**src/hw/rtl/cilp_pkg.sv**
```systemverilog
`timescale 1ns / 1ps
`default_nettype none
// ----------------------------------------------------------------------------
// cilp_pkg
// Shared widths and character codes for the integer literal parser.
// ----------------------------------------------------------------------------
package cilp_pkg;

  localparam int unsigned CHAR_W = 8;

  typedef logic [CHAR_W-1:0] char_t;

  localparam char_t CH_TAB   = 8'h09;
  localparam char_t CH_SPACE = 8'h20;
  localparam char_t CH_MINUS = 8'h2d;
  localparam char_t CH_ZERO  = 8'h30;
  localparam char_t CH_SEVEN = 8'h37;
  localparam char_t CH_NINE  = 8'h39;
  localparam char_t CH_UP_A  = 8'h41;
  localparam char_t CH_UP_F  = 8'h46;
  localparam char_t CH_LO_A  = 8'h61;
  localparam char_t CH_LO_F  = 8'h66;
  localparam char_t CH_LO_X  = 8'h78;
  localparam char_t CH_TILDE = 8'h7e;

endpackage : cilp_pkg
`default_nettype wire

```
**src/hw/rtl/cilp_if.sv**
```systemverilog
`timescale 1ns / 1ps
`default_nettype none
// ----------------------------------------------------------------------------
// cilp_if
// Valid/ready channels: one for characters in, one for parsed values out.
// ----------------------------------------------------------------------------
interface cilp_char_if
  import cilp_pkg::*;
();
  logic  valid;
  logic  ready;
  char_t ch;
  logic  last;

  modport source (output valid, output ch, output last, input ready);
  modport sink   (input valid, input ch, input last, output ready);
endinterface : cilp_char_if

interface cilp_value_if #(
  parameter int unsigned VALUE_WIDTH = 64
) ();
  logic                   valid;
  logic                   ready;
  logic [VALUE_WIDTH-1:0] value;

  modport source (output valid, output value, input ready);
  modport sink   (input valid, input value, output ready);
endinterface : cilp_value_if
`default_nettype wire

```
**src/hw/rtl/c_style_integer_literal_parser.sv**
```systemverilog
`timescale 1ns / 1ps
`default_nettype none
// ----------------------------------------------------------------------------
// c_style_integer_literal_parser
// Streams a C-style decimal, octal or hex literal one character per item.
// ----------------------------------------------------------------------------
// usage:
//   in_i  carries one character per item with a flag on the final character
//   res_o carries one parsed value per string, sent after its last character
//   leading blanks are skipped, a leading 0 selects octal and 0x hex; octal
//   and hex take a ~ (invert), decimal takes a - (negate); the first
//   character not accepted ends the number and later ones are ignored
// path: a last character passes the input register and then the result
//   register, from which its value is shown on res_o
// throughput: one character per cycle unless a last character waits on a
//   stalled res_o; the parse state is updated by a single shift-add on the
//   accumulator per character; a new item is taken while a finished value
//   waits on res_o; only a last character is held in the input register while res_o stalls
// reset: parser returns to its start state, both registers are emptied
// ----------------------------------------------------------------------------
module c_style_integer_literal_parser
  import cilp_pkg::*;
#(
  parameter int unsigned VALUE_WIDTH = 64
) (
  input  wire logic    clk_i,
  input  wire logic    rst_ni,
  cilp_char_if.sink    in_i,
  cilp_value_if.source res_o
);

  localparam int unsigned W = VALUE_WIDTH;

  typedef enum logic [2:0] {
    M_START,
    M_OCT_START,
    M_HEX_START,
    M_DEC,
    M_OCT,
    M_HEX,
    M_DONE
  } mode_e;

  typedef enum logic [1:0] {
    S_NONE,
    S_NEG,
    S_INV
  } sign_e;

  typedef enum logic [1:0] {
    B_DEC,
    B_OCT,
    B_HEX
  } base_e;

  // input register
  logic  s1_valid_q, s1_valid_d;
  char_t s1_ch_q;
  logic  s1_last_q;
  logic  s1_adv;

  // parse state
  mode_e          mode_q, mode_d;
  sign_e          sign_q, sign_d;
  logic [W-1:0]   acc_q, acc_d;

  // result register
  logic           out_valid_q, out_valid_d;
  logic [W-1:0]   value_q, value_d;

  // character decode
  logic           blank, is_num, is_lo, is_up, dig_ok;
  logic [3:0]     dig;
  base_e          base;
  logic [W-1:0]   acc_scaled, dig_ext, acc_step;

  assign s1_adv      = s1_valid_q && (!s1_last_q || !out_valid_q || res_o.ready);
  assign in_i.ready  = !s1_valid_q || s1_adv;
  assign s1_valid_d  = (in_i.valid && in_i.ready) || (s1_valid_q && !s1_adv);

  assign res_o.valid = out_valid_q;
  assign res_o.value = value_q;

  always_comb begin
    blank  = (s1_ch_q == CH_SPACE) || (s1_ch_q == CH_TAB);
    is_num = s1_ch_q inside {[CH_ZERO:CH_NINE]};
    is_lo  = s1_ch_q inside {[CH_LO_A:CH_LO_F]};
    is_up  = s1_ch_q inside {[CH_UP_A:CH_UP_F]};
    if (is_num) begin
      dig = s1_ch_q[3:0];
    end else begin
      // letters a-f / A-F share the low nibble 1..6
      dig = s1_ch_q[3:0] + 4'd9;
    end

    case (mode_q)
      M_OCT_START, M_OCT: base = B_OCT;
      M_HEX_START, M_HEX: base = B_HEX;
      default:            base = B_DEC;
    endcase

    case (base)
      B_OCT:   begin
        dig_ok     = is_num && (s1_ch_q <= CH_SEVEN);
        acc_scaled = acc_q << 3;
      end
      B_HEX:   begin
        dig_ok     = is_num || is_lo || is_up;
        acc_scaled = acc_q << 4;
      end
      default: begin
        dig_ok     = is_num;
        acc_scaled = (acc_q << 3) + (acc_q << 1);
      end
    endcase

    // a negative literal accumulates its negation directly: -(10a+d) = 10(-a)-d
    dig_ext = {{(W-4){1'b0}}, dig};
    if (sign_q == S_NEG) begin
      acc_step = acc_scaled - dig_ext;
    end else begin
      acc_step = acc_scaled + dig_ext;
    end
  end

  always_comb begin
    mode_d = mode_q;
    sign_d = sign_q;
    acc_d  = acc_q;

    case (mode_q)
      M_START: begin
        if (!blank) begin
          if (s1_ch_q == CH_ZERO) begin
            mode_d = M_OCT_START;
          end else if (s1_ch_q == CH_MINUS) begin
            sign_d = S_NEG;
            mode_d = M_DEC;
          end else if (dig_ok) begin
            acc_d  = acc_step;
            mode_d = M_DEC;
          end else begin
            mode_d = M_DONE;
          end
        end
      end
      M_OCT_START: begin
        if (!blank) begin
          if (s1_ch_q == CH_LO_X) begin
            mode_d = M_HEX_START;
          end else if (s1_ch_q == CH_TILDE) begin
            sign_d = S_INV;
            mode_d = M_OCT;
          end else if (dig_ok) begin
            acc_d  = acc_step;
            mode_d = M_OCT;
          end else begin
            mode_d = M_DONE;
          end
        end
      end
      M_HEX_START: begin
        if (!blank) begin
          if (s1_ch_q == CH_TILDE) begin
            sign_d = S_INV;
            mode_d = M_HEX;
          end else if (dig_ok) begin
            acc_d  = acc_step;
            mode_d = M_HEX;
          end else begin
            mode_d = M_DONE;
          end
        end
      end
      M_DEC, M_OCT, M_HEX: begin
        if (dig_ok) begin
          acc_d = acc_step;
        end else begin
          mode_d = M_DONE;
        end
      end
      default: begin
      end
    endcase

    if (sign_d == S_INV) begin
      value_d = ~acc_d;
    end else begin
      value_d = acc_d;
    end

    out_valid_d = out_valid_q && !res_o.ready;
    if (s1_adv && s1_last_q) begin
      out_valid_d = 1'b1;
    end
  end

  always_ff @(posedge clk_i or negedge rst_ni) begin
    if (!rst_ni) begin
      s1_valid_q  <= 1'b0;
      out_valid_q <= 1'b0;
      mode_q      <= M_START;
      sign_q      <= S_NONE;
      acc_q       <= '0;
    end else begin
      s1_valid_q  <= s1_valid_d;
      out_valid_q <= out_valid_d;
      if (s1_adv) begin
        if (s1_last_q) begin
          mode_q <= M_START;
          sign_q <= S_NONE;
          acc_q  <= '0;
        end else begin
          mode_q <= mode_d;
          sign_q <= sign_d;
          acc_q  <= acc_d;
        end
      end
    end
  end

  always_ff @(posedge clk_i) begin
    if (in_i.valid && in_i.ready) begin
      s1_ch_q   <= in_i.ch;
      s1_last_q <= in_i.last;
    end
    if (s1_adv && s1_last_q) begin
      value_q <= value_d;
    end
  end

  // negate only reachable through the decimal path
  a_neg_mode: assert property (@(posedge clk_i) disable iff (!rst_ni)
    sign_q == S_NEG |-> (mode_q == M_DEC || mode_q == M_DONE))
    else $error("negate sign outside decimal mode");

  a_inv_mode: assert property (@(posedge clk_i) disable iff (!rst_ni)
    sign_q == S_INV |-> (mode_q == M_OCT || mode_q == M_HEX || mode_q == M_DONE))
    else $error("invert sign outside octal or hex mode");

  a_last_emits: assert property (@(posedge clk_i) disable iff (!rst_ni)
    s1_adv && s1_last_q |=> out_valid_q)
    else $error("last character did not produce a value");

  a_last_resets: assert property (@(posedge clk_i) disable iff (!rst_ni)
    s1_adv && s1_last_q |=> (mode_q == M_START && sign_q == S_NONE && acc_q == '0))
    else $error("parser not back at start after last character");

  a_stall_cause: assert property (@(posedge clk_i) disable iff (!rst_ni)
    s1_valid_q && !s1_adv |-> (s1_last_q && out_valid_q && !res_o.ready))
    else $error("input register held without a stalled result");

endmodule : c_style_integer_literal_parser
`default_nettype wire
```
**src/flat_wrapper.sv**
```systemverilog
// flat-port wrapper written by rule: the top's interface ports become plain ports
module c_style_integer_literal_parser_flat import cilp_pkg::*;
#(
  parameter int unsigned VALUE_WIDTH = 64
)
  (clk_i, rst_ni, in_i_valid, in_i_ch, in_i_last, in_i_ready, res_o_valid, res_o_value, res_o_ready);
  cilp_char_if in_i_i ();
  cilp_value_if #(.VALUE_WIDTH(VALUE_WIDTH)) res_o_i ();
  input  wire logic clk_i;
  input  wire logic rst_ni;
  input wire logic [$bits(in_i_i.valid)-1:0] in_i_valid;
  input wire logic [$bits(in_i_i.ch)-1:0] in_i_ch;
  input wire logic [$bits(in_i_i.last)-1:0] in_i_last;
  output wire logic [$bits(in_i_i.ready)-1:0] in_i_ready;
  output wire logic [$bits(res_o_i.valid)-1:0] res_o_valid;
  output wire logic [$bits(res_o_i.value)-1:0] res_o_value;
  input wire logic [$bits(res_o_i.ready)-1:0] res_o_ready;
  assign in_i_i.valid = in_i_valid;
  assign in_i_i.ch = in_i_ch;
  assign in_i_i.last = in_i_last;
  assign in_i_ready = in_i_i.ready;
  assign res_o_valid = res_o_i.valid;
  assign res_o_value = res_o_i.value;
  assign res_o_i.ready = res_o_ready;
  c_style_integer_literal_parser #(.VALUE_WIDTH(VALUE_WIDTH)) u_core (.clk_i(clk_i), .rst_ni(rst_ni), .in_i(in_i_i), .res_o(res_o_i));
endmodule
```
**config.mk**
```make
export PLATFORM = sky130hd
export DESIGN_NAME = c_style_integer_literal_parser_flat
export DESIGN_NICKNAME = d
export VERILOG_FILES = /design/src/hw/rtl/cilp_pkg.sv /design/src/hw/rtl/cilp_if.sv /design/src/hw/rtl/c_style_integer_literal_parser.sv /design/src/flat_wrapper.sv
export SDC_FILE = /design/constraint.sdc
export NUM_CORES = 1
export LEC_CHECK = 0
export BUFFER_PORTS_ARGS = -buffer_cell sky130_fd_sc_hd__clkbuf_2
export CELL_PAD_IN_SITES_DETAIL_PLACEMENT = 1
export CELL_PAD_IN_SITES_GLOBAL_PLACEMENT = 1
export CORE_MARGIN = 4
export CORE_UTILIZATION = 45
export CTS_BUF_LIST = sky130_fd_sc_hd__clkbuf_2
export DETAILED_ROUTE_END_ITERATION = 10
export PLACE_DENSITY = 0.81
export SETUP_SLACK_MARGIN = 0.5
export SLEW_MARGIN = 30
export SYNTH_ARGS = -nofsm -noshare
export SYNTH_HDL_FRONTEND = slang
export SYNTH_SLANG_ARGS = --single-unit
```
**constraint.sdc**
```tcl
create_clock -name clk_i -period 6.8 [get_ports clk_i]
set_input_delay 0.68 -clock clk_i [delete_from_list [all_inputs] [get_ports clk_i]]
set_output_delay 0.68 -clock clk_i [all_outputs]
set_load 0.02 [all_outputs]
```
# Word-level counts from Yosys, hierarchy flattened
# Cells that the tools add are included.
# totals
reg_bits	144
latchBits	0
ramBits	0
romBits	0
in_bits	13
out_inout_bits	66
elab_cells	106
mem_count	0
# op_classes
n_addsub	4
n_mul	0
div_mod_pow	0
magnitude_cmp	7
eq_ne	19
shifts	0
muxes	40
bitwise	1
reduce_logical	27
# op_table
op	count
two-way mux 64 bit	11
case mux 64 bit (4 select lines)	1
case mux 64 bit (2 select lines)	1
adder 64 x 4 -> 64 bit	1
adder 64 bit	1
NOT 64 bit	1
subtractor 64 x 4 -> 64 bit	1
two-way mux 3 bit	11
equality test 8 x 6 -> 1 bit (second input constant)	3
two-way mux 2 bit	10
equality test 8 x 7 -> 1 bit (second input constant)	2
greater-or-equal comparator 8 x 7 -> 1 bit (second input constant)	2
<= comparator 8 x 6 -> 1 bit (second input constant)	2
<= comparator 8 x 7 -> 1 bit (second input constant)	2
inequality test 3 x 2 -> 1 bit (second input constant)	4
case mux 3 bit (4 select lines)	1
logical AND 1 bit	9
equality test 8 x 4 -> 1 bit (second input constant)	1
greater-or-equal comparator 8 x 6 -> 1 bit (second input constant)	1
logical OR 1 bit	7
equality test 3 x 2 -> 1 bit (second input constant)	2
equality test 3 bit (second input constant)	2
case mux 2 bit (3 select lines)	1
AND reduction 6 bit	1
13 further kinds	20

# Logic depth before layout (Yosys ltp)
# depth
word_depth	14
mapped_depth	24
depth_no_buf	23

# Worst setup path after synthesis
# No wires, ideal clock.
# synth_path
path_type	register to register
start	register u_core.acc_q[2]
end	register u_core.value_q[62] (netlist: u_core.res_o.value[62]), data pin
arrival_time_ps	5522
required_time_ps	6662
slack_ps	1141
path_stages_with_launch	25
n_path_buf	1
cell_sequence	dfrtp_1 -> ha_1 -> fa_1 -> nand3_1 -> a21boi_0 -> a41oi_1 -> o41ai_1 -> a21boi_0 -> o21bai_1 -> a21oi_1 -> o21ai_0 -> xnor2_1 -> a21oi_1 -> ha_1 -> clkbuf_1 -> a21oi_1 -> o211a_1 -> nor3_1 -> a31oi_1 -> o21ai_2 -> a221o_2 -> a21boi_0 -> a21oi_1 -> or4_1 -> nand4_1
# synth_via
elab_chain_cells	11
elab_cells_between_ends	16
classes_between	add/sub (3); mux (12); bitwise (1)
# synth_rtl
item	line_no	text
start: declaration	c_style_integer_literal_parser.sv:65	logic [W-1:0] acc_q, acc_d;
start signal: assignment	c_style_integer_literal_parser.sv:204	acc_q <= '0;
start signal: assignment	c_style_integer_literal_parser.sv:212	acc_q <= '0;
start signal: assignment	c_style_integer_literal_parser.sv:216	acc_q <= acc_d;
adder 64 bit	c_style_integer_literal_parser.sv:113	acc_scaled = (acc_q << 3) + (acc_q << 1);
case mux 64 bit (2 select lines) (*)	c_style_integer_literal_parser.sv:102	case (base)
adder 64 x 4 -> 64 bit or subtractor 64 x 4 -> 64 bit (tied branches)	c_style_integer_literal_parser.sv:122, c_style_integer_literal_parser.sv:120	
two-way mux 64 bit (*)	c_style_integer_literal_parser.sv:119	if (sign_q == S_NEG) begin
two-way mux 64 bit (*)	-	
two-way mux 64 bit, on equally long branches	c_style_integer_literal_parser.sv:151, c_style_integer_literal_parser.sv:136	
two-way mux 64 bit, on equally long branches	c_style_integer_literal_parser.sv:149, c_style_integer_literal_parser.sv:134	
two-way mux 64 bit, on equally long branches	c_style_integer_literal_parser.sv:148, c_style_integer_literal_parser.sv:133	
case mux 64 bit (4 select lines) (*)	c_style_integer_literal_parser.sv:131	case (mode_q)
NOT 64 bit	c_style_integer_literal_parser.sv:187	value_d = ~acc_d;
two-way mux 64 bit (*)	c_style_integer_literal_parser.sv:186	if (sign_d == S_INV) begin
via u_core.value_d[62]	c_style_integer_literal_parser.sv:69	logic [W-1:0] value_q, value_d;
end signal: assignment	c_style_integer_literal_parser.sv:228	value_q <= value_d;
end: declaration	c_style_integer_literal_parser.sv:69	
# The timed path passes the listed nets; every way through them passes the cells marked *.
# A chain may end at the register's enable or synchronous reset.

# Worst setup path in the final report
# layout_path
start	register u_core.acc_q[3]
end	register u_core.value_q[51] (netlist: u_core.res_o.value[51]), data pin
# The elaborated chain is that of the path after synthesis.

==> flow_summary.yaml <==
power:
  p_int_mw: 2.26
  cellPowerDensity_nw_per_um2: 293
  swShare_pct: 54.0
  p_seq_share_pct: 22.3
  ir_worst_vdd_v: 0.000244
  clockPowerShare_pct: 11.3
  power.switching_mw: 2.65
  p_leak_nw: 7.31
  p_comb_share_pct: 66.4
outcome:
  outcome: "finished clean"
route:
  drtIter0Drc: 1084
  vias_per_cell: 6.61
  ant_nets: 0
  drc: 0
  wirelength_um: 55000
  wire_per_inst_um: 23.6
  dr.pass1.iters: 5
  vias: 15400
layout:
  drive_above_1_share_pct: 11.1
  final_cells: 2335
  postLayoutCoreUtil_pct: 49.8
  syn_to_final_growth_pct: 8.73
  nNetsFinal: 2019
clock_tree:
  h-tree-depth: 4
  clock_latency_ns: 0.92
  cts_root_buffer: "clkbuf_2"
  cts_setup_buffers: 0
  clk_pin_slew_ns: 0.30
  cts_tree: "done"
  clkSinkCount: 144
  numCtsBuffers: 17
  clock_tree.buffer_depth: 2
place:
  dpl.cell_count: 2290
  io_buffers: 78
  place_congestion: 0.922
  dp_hpwl_um: 40600
global_routing:
  grt-ovfl-total: 0
  grt.total_usage_pct: 29.3
  antenna_found_initial: 1
  grt_max_degree: 78
  grt_pass1_wl_um: 86800
  grt_pass1_vias: 15900
synth:
  yosysUniqueCellTypes: 84
  ys_seq_elements: 144
  synth_ff_type: "edfxtp_1"
  syn_nets: 1990
  postSynth.asyncResetShare_pct: 49.3
  synth_cells: 1844
  syn_area_um2: 15400
  ys_seq_area_share_pct: 25.8
  ys.warnings.count: 0
  synth-edff-count: 73
  syn_avg_cell_area_um2: 8.36
setup_path:
  path_buf_inv: 2
  worstPathRequired_ns: 7.49
  cp_common_cell: "a21oi_1"
  worstSetupPathType: "flip-flop to flip-flop"
  path_cells: "ha_1 -> a211oi_1 -> o21bai_1 -> a21oi_2 -> o21ai_1 -> a21oi_2 -> inv_1 -> a21o_1 -> a21oi_1 -> xnor2_1 -> a21oi_1 -> ha_1 -> a21oi_1 -> o21bai_1 -> a21oi_1 -> nor3_1 -> a2111oi_0 -> buf_4 -> a2111oi_0 -> nor3_1 -> mux2i_1 -> o22ai_1 -> xnor2_1"
  cpPeakStageDelay_ns: 0.59
  cp_top_family: "compound AO/OA/AOI/OAI gates"
  crit_path_max_fanout: 7
  cp_slowest_cell: "a2111oi_0"
  endpoint_kind: "flip-flop"
  startpoint_type: "flip-flop"
  arrival_ns: 6.75
timing:
  clock.fmax_mhz: 165
  post-route-period-util_pct: 89.1
  setup_violations: 0
  layout_min_cycle_time_ns: 6.06
  clock_skew_ns: 0.0589
  fin_setup_tns_ns: 0
  worst_pin_slew_ns: 0.899
  hold_viol: 0
  rsz0062_at_grt: "yes"
  relSlewSlack_pct: 39.8
  slew_viol_final: 0
run:
  cap_viol_max_count: 0
floorplanning:
  initial_utilization_pct: 45.8
  dieArea_um2: 37300
  core_um2: 33600
  die_h_um: 193
  rows: 67
  ios: 79
  chipWidth_um: 193
min_path:
  hold_class: "input pin to async pin"
==> final timing paths <==
check                                 startpoint                      to  slack (ns)  depth (start not counted)
worst max-delay path             u_core.acc_q[3]  u_core.res_o.value[51]        0.74                         23
worst min-delay path                      rst_ni         u_core.acc_q[7]        0.15                          2
worst max register to register   u_core.acc_q[3]  u_core.res_o.value[51]        0.74                         23
worst min register to register  u_core.acc_q[63]        u_core.acc_q[63]        0.53                          2
max in group asynchronous                 rst_ni        u_core.acc_q[35]        5.51                          3
min in group clk_i                    in_i_ch[7]       u_core.s1_ch_q[7]        0.48                          2
==> layout by cell type, fill, tap and decap left out, types with 16 or more instances in the layout <==
master	n
a211oi_1	18
a21o_1	83
a21oi_1	215
a221oi_1	55
a22o_1	40
a31oi_1	22
and3_1	18
buf_4	30
clkbuf_2	94
dfrtp_1	68
edfxtp_1	73
ha_1	128
inv_1	47
mux2i_1	41
nand2_1	161
nand3_1	30
nand4_1	43
nor2_1	90
nor2b_1	16
nor3_1	21
o21ai_0	93
o21bai_1	34
xnor2_1	117
xor2_1	44
==> kinds of logic after synthesis <==
kind of cell / count (synthesis) / share of synthesized area (%)
compound gates: 708 / 30.9
fa+ha+maj: 133 / 10.9
mux: 41 / 2.66
flops: 144 / 25.8
buf+inv: 163 / 4.34
simple gates: 493 / 16.2
xor+xnor: 162 / 9.21
==> state kept, by name, summed over array words and instances (netlist names) <==
name,flops
u_core.res_o.value,64
u_core.s1_valid_q,1
u_core.sign_q,2
u_core.s1_ch_q,8
u_core.res_o.valid,1
u_core.mode_q,3
u_core.acc_q,64
u_core.s1_last_q,1
==> synth_stat cells, types with 8 or more instances <==
cell,count,area [um2]
o21bai_1,34,255
a21o_1,83,623
or3_1,15,93.8
ha_1,131,1640
nand3_1,30,150
or4_1,8,60.1
nand2b_1,13,81.3
inv_1,49,184
o31ai_1,11,82.6
nor2b_1,16,100
o22ai_1,10,62.6
nand2_1,161,604
nor2_1,93,349
xnor2_1,118,1030
edfxtp_1,73,2190
a211oi_1,19,143
and2_1,15,93.8
xor2_1,44,385
o21ai_0,99,495
a221oi_1,56,490
a21oi_1,221,1110
buf_2,13,65.1
a21boi_0,10,75.1
mux2i_1,41,410
a22o_1,40,350
o21a_1,10,75.1
clkbuf_1,90,338
nor3_1,24,120
nand3b_1,8,60.1
dfrtp_1,71,1780
a31oi_1,22,138
o211ai_1,10,75.1
and3_1,18,113
nand4_1,43,269
==> power by group through the flow <==
| stage | clock network (mW) | registers [mW] | logic [mW] |
|---|---|---|---|
| 6_report | 0.556 | 1.09 | 3.26 |
| 5_1_grt | 0.603 | 1.10 | 3.54 |
| 4_1_cts | 0.567 | 1.09 | 3.18 |
| 3_5_place_dp | 0 | 1.11 | 3.16 |
| 3_3_place_gp | 0 | 1.10 | 3.05 |
| 2_1_floorplan | 0 | 1.10 | 2.28 |
==> area by class of cell <==
cell class                 count  area, um2
sequential                   144       3970
clock inverter                15        148
multi-input combinational   1537      11000
fill                        4009      16900
tap                          448        561
inverter                      49        184
antenna                        1       2.50
timing repair buffer         124        830
clock buffer                  17       85.1
==> through the flow <==
step / cell area [um2] / hold slack [ns] / worst slack, ns / power (mW)
2_1_floorplan: 15400 / 0.384 / 1.14 / 3.38
5_1_grt: 16800 / 0.0960 / 0.419 / 5.25
6_report: 16800 / 0.147 / 0.743 / 4.91
3_3_place_gp: 16200 / 0.473 / 0.511 / 4.16
3_5_place_dp: 16200 / 0.483 / 0.206 / 4.27
4_1_cts: 16600 / 0.0838 / 0.521 / 4.84
==> metal layers <==
metal	track usage [%]	vias to the layer above	routed length, um
met3	3.46	132	2930
met2	48.9	477	26000
met5	0	-	0
met1	38.6	7741	23900
met4	12.3	0	2250
li1	-	7082	-
==> repair_timing <==
| action | 4_1_cts | 5_1_grt |
|---|---|---|
| pin swaps | 0 | 2 |
| hold endpoints to repair | 31 | 0 |
| resized for setup | 8 | 34 |
| endpoints found under the setup margin | 22 | 40 |
| hold buffers | 12 | 0 |
(Power assumes the default switching activity.)
